$ cat config.mk
export PLATFORM = sky130hd
export DESIGN_NAME = shutter_relay_controller_unit
export DESIGN_NICKNAME = d
export VERILOG_FILES = /design/src/design/srctl_pkg.sv /design/src/design/srctl_step.sv /design/src/design/shutter_relay_controller_unit.sv
export SDC_FILE = /design/constraint.sdc
export NUM_CORES = 1
export LEC_CHECK = 0
export BUFFER_PORTS_ARGS = -buffer_cell sky130_fd_sc_hd__buf_2
export CORE_ASPECT_RATIO = 1.4
export CORE_MARGIN = 2
export CORE_UTILIZATION = 39
export DETAILED_ROUTE_END_ITERATION = 12
export SYNTH_ARGS = -nofsm -noshare
export SYNTH_HDL_FRONTEND = slang
export SYNTH_SLANG_ARGS = --single-unit
$ cat constraint.sdc
create_clock -name clk -period 4.4 [get_ports clk]
set_input_delay 0.88 -clock clk [delete_from_list [all_inputs] [get_ports clk]]
set_output_delay 0.88 -clock clk [all_outputs]
set_load 0.01 [all_outputs]
$ cat src/design/srctl_pkg.sv
`timescale 1ns / 1ps

package srctl_pkg;

	localparam int unsigned DEBOUNCE_TICKS = 50;
	localparam int unsigned CHG_W          = $clog2(DEBOUNCE_TICKS + 1);
	localparam int unsigned DUR_W          = 32;
	localparam int unsigned CFG_IDX_W      = 1;
	localparam int unsigned IN_DATA_W      = 8;
	localparam int unsigned OUT_DATA_W     = 16;

	localparam logic [CHG_W-1:0] DEBOUNCE_LIMIT = CHG_W'(DEBOUNCE_TICKS);
	localparam logic [DUR_W-1:0] RUN_DURATION_RESET = DUR_W'(5000);

	localparam logic [CFG_IDX_W-1:0] REG_RUN_DURATION   = 1'd0;
	localparam logic [CFG_IDX_W-1:0] REG_BARRIER_ENABLE = 1'd1;

	typedef enum logic [1:0] {
		ACT_NONE  = 2'd0,
		ACT_OPEN  = 2'd1,
		ACT_CLOSE = 2'd2,
		ACT_STOP  = 2'd3
	} action_t;

	typedef enum logic [2:0] {
		START_NONE         = 3'd0,
		START_TIMED_OPEN   = 3'd1,
		START_TIMED_CLOSE  = 3'd2,
		START_MANUAL_OPEN  = 3'd3,
		START_MANUAL_CLOSE = 3'd4
	} start_t;

	typedef struct packed {
		action_t action;
		logic    up_pressed;
		logic    down_pressed;
		logic    barrier_blocked;
	} tick_t;

	typedef struct packed {
		logic             open_level;
		logic             close_level;
		logic             run_active;
		logic             manual_active;
		logic [DUR_W-1:0] run_elapsed;
		logic [CHG_W-1:0] since_change;
		logic             last_up;
		logic             last_down;
	} ctl_state_t;

	typedef struct packed {
		logic   open_drive;
		logic   close_drive;
		logic   running;
		logic   manual_mode;
		start_t start_event;
		logic   stop_event;
		logic   barrier_event;
	} result_t;

	typedef struct packed {
		logic [DUR_W-1:0] run_duration;
		logic             barrier_enable;
	} cfg_t;

endpackage

$ cat src/design/srctl_step.sv
`timescale 1ns / 1ps

module srctl_step (
	input  srctl_pkg::cfg_t       cfg,
	input  srctl_pkg::ctl_state_t cur,
	input  srctl_pkg::tick_t      tick,
	output srctl_pkg::ctl_state_t nxt,
	output srctl_pkg::result_t    res
);
	import srctl_pkg::*;

	logic   ev_stop;
	logic   ev_barrier;
	start_t ev_start;
	logic   up_chg;
	logic   down_chg;

	always_comb begin
		nxt        = cur;
		ev_stop    = 1'b0;
		ev_barrier = 1'b0;
		ev_start   = START_NONE;
		up_chg     = tick.up_pressed != cur.last_up;
		down_chg   = tick.down_pressed != cur.last_down;

		if (cur.run_active && (cur.run_elapsed != {DUR_W{1'b1}})) begin
			nxt.run_elapsed = cur.run_elapsed + DUR_W'(1);
		end
		if (cur.since_change < DEBOUNCE_LIMIT) begin
			nxt.since_change = cur.since_change + CHG_W'(1);
		end

		case (tick.action) inside
			ACT_OPEN, ACT_CLOSE: begin
				if (nxt.run_active) begin
					ev_stop = 1'b1;
				end
				nxt.manual_active = 1'b0;
				nxt.open_level    = (tick.action == ACT_OPEN);
				nxt.close_level   = (tick.action == ACT_CLOSE);
				nxt.run_elapsed   = '0;
				nxt.run_active    = 1'b1;
				ev_start = (tick.action == ACT_OPEN) ? START_TIMED_OPEN : START_TIMED_CLOSE;
			end
			ACT_STOP: begin
				if (nxt.run_active) begin
					ev_stop = 1'b1;
				end
				nxt.open_level    = 1'b0;
				nxt.close_level   = 1'b0;
				nxt.run_active    = 1'b0;
				nxt.manual_active = 1'b0;
			end
			default: begin
			end
		endcase

		if (!nxt.manual_active && nxt.run_active
				&& (nxt.run_elapsed >= cfg.run_duration)) begin
			ev_stop           = 1'b1;
			nxt.open_level    = 1'b0;
			nxt.close_level   = 1'b0;
			nxt.run_active    = 1'b0;
			nxt.manual_active = 1'b0;
		end

		if (cfg.barrier_enable && nxt.run_active && tick.barrier_blocked) begin
			ev_stop           = 1'b1;
			ev_barrier        = 1'b1;
			nxt.open_level    = 1'b0;
			nxt.close_level   = 1'b0;
			nxt.run_active    = 1'b0;
			nxt.manual_active = 1'b0;
		end

		if ((nxt.since_change >= DEBOUNCE_LIMIT) && (up_chg || down_chg)) begin
			nxt.since_change = '0;
			if (tick.up_pressed && tick.down_pressed) begin
				nxt.open_level  = 1'b0;
				nxt.close_level = 1'b0;
				if (nxt.manual_active) begin
					nxt.manual_active = 1'b0;
					nxt.run_active    = 1'b0;
					ev_stop           = 1'b1;
				end
				nxt.last_up   = 1'b1;
				nxt.last_down = 1'b1;
			end else begin
				if (up_chg) begin
					if (tick.up_pressed) begin
						nxt.close_level   = 1'b0;
						nxt.open_level    = 1'b1;
						nxt.manual_active = 1'b1;
						nxt.run_active    = 1'b1;
						ev_start          = START_MANUAL_OPEN;
					end else begin
						nxt.open_level = 1'b0;
						if (nxt.run_active) begin
							ev_stop = 1'b1;
						end
						nxt.manual_active = 1'b0;
						nxt.run_active    = 1'b0;
					end
					nxt.last_up = tick.up_pressed;
				end
				if (down_chg) begin
					if (tick.down_pressed) begin
						nxt.open_level    = 1'b0;
						nxt.close_level   = 1'b1;
						nxt.manual_active = 1'b1;
						nxt.run_active    = 1'b1;
						ev_start          = START_MANUAL_CLOSE;
					end else begin
						nxt.close_level = 1'b0;
						if (nxt.run_active) begin
							ev_stop = 1'b1;
						end
						nxt.manual_active = 1'b0;
						nxt.run_active    = 1'b0;
					end
					nxt.last_down = tick.down_pressed;
				end
			end
		end

		res.open_drive    = nxt.open_level;
		res.close_drive   = nxt.close_level;
		res.running       = nxt.run_active;
		res.manual_mode   = nxt.manual_active;
		res.start_event   = ev_start;
		res.stop_event    = ev_stop;
		res.barrier_event = ev_barrier;
	end

endmodule

$ cat src/design/shutter_relay_controller_unit.sv
`timescale 1ns / 1ps

// channel   direction  width  fields
// s_axis    in         8      action[1:0], up_pressed, down_pressed, barrier_blocked
// m_axis    out        16     open_drive, close_drive, running, manual_mode,
//                             start_event[2:0], stop_event, barrier_event
// cfg       in         32     run_duration (index 0), barrier_enable (index 1)
//
// One item per cycle while the output is not stalled; an accepted item is held in the
// input register, then passes through the tick logic into the result register.
// arst_n clears all control state, run_duration to 5000 and barrier_enable to 1.
// A stalled result holds in the output register; input is still taken while the
// output register empties in the same cycle.

module shutter_relay_controller_unit (
	input  logic                                   clk,
	input  logic                                   arst_n,
	input  logic                                   s_tvalid,
	output logic                                   s_tready,
	// action[1:0], up_pressed[2], down_pressed[3], barrier_blocked[4], zero fill
	input  logic [srctl_pkg::IN_DATA_W-1:0]        s_tdata,
	output logic                                   m_tvalid,
	input  logic                                   m_tready,
	// open_drive[0], close_drive[1], running[2], manual_mode[3], start_event[6:4],
	// stop_event[7], barrier_event[8], zero fill
	output logic [srctl_pkg::OUT_DATA_W-1:0]       m_tdata,
	input  logic                                   cfg_we,
	input  logic [srctl_pkg::CFG_IDX_W-1:0]        cfg_index,
	input  logic [srctl_pkg::DUR_W-1:0]            cfg_data
);
	import srctl_pkg::*;

	logic       valid_s1;
	tick_t      tick_s1;
	cfg_t       cfg_q;
	ctl_state_t state_q;
	ctl_state_t state_nxt;
	result_t    res_nxt;
	result_t    res_q;
	logic       advance;

	assign advance  = valid_s1 && (!m_tvalid || m_tready);
	assign s_tready = !valid_s1 || advance;

	srctl_step u_step (
		.cfg  (cfg_q),
		.cur  (state_q),
		.tick (tick_s1),
		.nxt  (state_nxt),
		.res  (res_nxt)
	);

	always_ff @(posedge clk or negedge arst_n) begin
		if (!arst_n) begin
			cfg_q.run_duration   <= RUN_DURATION_RESET;
			cfg_q.barrier_enable <= 1'b1;
		end else if (cfg_we) begin
			unique case (cfg_index)
				REG_RUN_DURATION:   cfg_q.run_duration   <= cfg_data;
				REG_BARRIER_ENABLE: cfg_q.barrier_enable <= cfg_data[0];
				default: begin
				end
			endcase
		end
	end

	always_ff @(posedge clk or negedge arst_n) begin
		if (!arst_n) begin
			valid_s1 <= 1'b0;
		end else if (s_tready) begin
			valid_s1 <= s_tvalid;
		end
	end

	always_ff @(posedge clk) begin
		if (s_tready && s_tvalid) begin
			tick_s1.action          <= action_t'(s_tdata[1:0]);
			tick_s1.up_pressed      <= s_tdata[2];
			tick_s1.down_pressed    <= s_tdata[3];
			tick_s1.barrier_blocked <= s_tdata[4];
		end
	end

	always_ff @(posedge clk or negedge arst_n) begin
		if (!arst_n) begin
			state_q  <= '0;
			m_tvalid <= 1'b0;
		end else begin
			if (advance) begin
				state_q  <= state_nxt;
				m_tvalid <= 1'b1;
			end else if (m_tready) begin
				m_tvalid <= 1'b0;
			end
		end
	end

	always_ff @(posedge clk) begin
		if (advance) begin
			res_q <= res_nxt;
		end
	end

	assign m_tdata = {7'b0, res_q.barrier_event, res_q.stop_event, res_q.start_event,
		res_q.manual_mode, res_q.running, res_q.close_drive, res_q.open_drive};

endmodule

==> impl_metrics.toml <==
[place]
gp_congestion = 0.900
dp_hpwl_mm = 9.54
dp_slack_ps = 254
portBuffers = 53

[worst_setup_path]
crit_path_max_fanout = 8
cp_top_family = "simple AND/OR/NAND/NOR gates"
worstPathRequired_ps = 4500
cp-start-kind = "register"
crit_buf_inv = 1
critPathKind = "reg -> reg"
cp_cell_sequence = "nand4_2, or4_4, or3_4, and3_1, xor2_1, and2_1, ha_1, nand4_1, nor3_1, nand2_1, o211ai_1, a21oi_1, buf_4, a31oi_1, nor2_1"
slowest_delay_ps = 600
endpoint_kind = "register"
r2r_setup_slack_ps = 270
cpMaxStageDelayCell = "or4_4"
cp.arrival_ps = 4230

[route]
postRouteAntennaNets = 0
avgRoutedWirePerCell_um = 14.2
via_per_inst = 5.23
drc_errors = 0
drtIter0Drc = 176
wl_mm = 13.0
firstDrtPassIters = 5
vias = 4795

[global_route]
grt.overflow.total = 0
grt_pass1_wl_mm = 21.5
first_global_vias = 4690
grtUsageTotal_pct = 16.6
antenna_found_initial = 0
grt_max_degree = 80

[logic_synthesis]
async_flop_share_pct = 84.9
ys_types = 67
avgSynthCellArea_um2 = 8.81
ys_seq_area_share_pct = 40.4
synthFlopType = "dfrtp_1"
synth_area_um2 = 5960
yosys_warnings = 0
postSynthCellCount = 676
synth_edf_count = 14
ys_ff_latch = 93

[run]
maxCapViolations = 0

[worst_hold_path]
hp-class = "reg -> reg"

[clocking]
clock_path_buffers = 2
cts_resized = 0
cts_buffers = 9
htreeDepth = 3
cts_sinks = 93
holdBufCountCts = 0
clockRootBuffer = "clkbuf_16"
cts_setup_buffers = 0
tritoncts = "done"
clk_pin_slew_ps = 70
worst_skew_pair.late_latency_ps = 350

[final_layout]
drive_above_1_share_pct = 15.9
nNetsFinal = 803
antenna_cells = 0
fillerInstances = 1518
area_growth_pct = 12.8
final_util_pct = 44.8

[sta]
fin_hold_ws_ps = 485
worst_pin_slew_ps = 1060
rsz0062_at_grt = "no"
hold_viol = 0
finalMaxSlewViolations = 0
fin_setup_tns_ps = 0
timing.max_slew.rel_slack_pct = 29.6
period_needed_ps = 4130
clock-skew-final_ps = 8.35
setup_ws_ps = 267
finalSetupViolations = 0
post-route-period-util_pct = 93.9
max_freq_mhz = 242

[floorplan]
dieArea_um2 = 16300
rows = 53
fp.dieW_um = 108
start_util_pct = 39.7
coreArea_um2 = 15000
die_h_um = 150
pin_count = 64

[power]
totalPowerFinal_uw = 2610
p_sw_uw = 853
sw_frac_of_total_pct = 32.7
p_leak_uw = 0.00303
powerDensity_nw_per_um2 = 388
p_comb_share_pct = 25.2
clockPowerShare_pct = 30.3
ir_drop_uv = 173
p_int_uw = 1750
pwr-share-seq_pct = 44.4

[outcome]
status = "finished, final reports clean"
==> tightest hold or removal path, delay by kind of cell, from the launching register on <==
kind	cells	cell delay [ps]
AO/OA/AOI/OAI	1	50
flip-flops	1	350
AND/OR/NAND/NOR	1	50
==> cells in the final DEF, fill, tap and decap left out, drive strengths merged, types with 8 or more instances in the layout <==
cell	Yosys	final
nor2	61	61
nand4	13	13
nand2b	16	16
and3	8	8
clkbuf	29	10
xnor2	19	19
buf	10	65
edfxtp	14	14
nand2	99	99
a21oi	23	23
mux2	15	15
dfrtp	73	73
a22o	18	18
inv	45	48
nor3	11	11
nand3	20	20
ha	38	38
o21ai	51	51
==> registers in the layout (all words and copies together) (netlist names) <==
signal and flops:
state_q 44, cfg_q 33, m_tvalid 1, valid_s1 1, tick_s1 5, m_tdata 9
==> power by group through the flow <==
stage / registers [uW] / logic, uW / clock network (uW)
2_1_floorplan: 1130 / 505 / 0
3_3_place_gp: 1160 / 637 / 0
3_5_place_dp: 1170 / 660 / 0
4_1_cts: 1160 / 666 / 814
5_1_grt: 1180 / 754 / 851
6_report: 1160 / 658 / 791
==> Yosys cell counts (all sizes together), types with 2 or more instances <==
| library cell | instances | area (um^2) |
|---|---|---|
| a211o | 2 | 17.5 |
| a21o | 5 | 37.5 |
| a21oi | 23 | 115 |
| a221oi | 3 | 26.3 |
| a22o | 18 | 158 |
| a31oi | 7 | 43.8 |
| and2 | 6 | 37.5 |
| and3 | 8 | 50.1 |
| and4 | 4 | 35.0 |
| buf | 10 | 67.6 |
| clkbuf | 29 | 110 |
| dfrtp | 73 | 1830 |
| dfstp | 6 | 158 |
| edfxtp | 14 | 420 |
| ha | 38 | 475 |
| inv | 45 | 169 |
| mux2 | 15 | 173 |
| mux2i | 6 | 60.1 |
| nand2 | 99 | 372 |
| nand2b | 16 | 100 |
| nand3 | 20 | 100 |
| nand3b | 2 | 15.0 |
| nand4 | 13 | 87.6 |
| nand4b | 2 | 17.5 |
| nor2 | 61 | 231 |
| nor2b | 4 | 25.0 |
| nor3 | 11 | 60.1 |
| nor3b | 5 | 37.5 |
| nor4 | 2 | 27.5 |
| o2111ai | 2 | 17.5 |
| o211ai | 6 | 58.8 |
| o21a | 3 | 22.5 |
| o21ai | 51 | 255 |
| o22ai | 5 | 31.3 |
| o311ai | 5 | 43.8 |
| o31ai | 6 | 45.0 |
| or2 | 3 | 18.8 |
| or3 | 6 | 42.5 |
| or4 | 3 | 26.3 |
| xnor2 | 19 | 166 |
| xor2 | 7 | 61.3 |
==> worst paths after layout <==
| check | to | cells past startpoint | startpoint |
|---|---|---|---|
| max in group asynchronous | cfg_q[7]$_DFFE_PN0P_ | 1 | arst_n |
| setup reg to reg | m_tdata[0]$_DFFE_PP_ | 15 | state_q[29]$_DFFE_PN0P_ |
| hold reg to reg | state_q[43]$_DFFE_PN0P_ | 2 | state_q[43]$_DFFE_PN0P_ |
| setup / recovery | m_tdata[0]$_DFFE_PP_ | 15 | state_q[29]$_DFFE_PN0P_ |
| hold / removal | state_q[43]$_DFFE_PN0P_ | 2 | state_q[43]$_DFFE_PN0P_ |
| min in group asynchronous | state_q[0]$_DFFE_PN0P_ | 1 | arst_n |
==> logic make-up (layout without fill, tap and decap cells) <==
group           count (synthesis)  in the layout  synth area share [%]
compound gates                144            144                  16.0
other cells                     1              7                0.0630
mux                            21             21                  3.91
flops                          93             93                  40.4
buf+inv                        85            127                  5.88
simple gates                  268            268                  22.0
fa+ha+maj                      38             38                  7.98
xor+xnor                       26             26                  3.82
==> stage by stage <==
step	instance area (um^2)	instances
2_1_floorplan	5980	682
3_3_place_gp	6410	900
3_5_place_dp	6410	900
4_1_cts	6710	916
5_1_grt	6720	916
6_report	6720	916
==> area by class of cell <==
type	instances	area [um^2]	area share, %
clock buffer	10	229	3.41
clock inverter	6	68.8	1.02
inverter	46	173	2.57
multi-input combinational	504	3240	48.3
sequential	93	2400	35.8
tap	192	240	3.58
timing repair buffer	65	358	5.33
==> layer usage <==
metal	up-vias	wire length, um	track usage [%]
li1	2454	-	-
met1	2247	5700	19.4
met2	80	6680	30.1
met3	14	407	2.42
met4	0	228	6.54
met5	-	0	0
(Power assumes the default switching activity.)
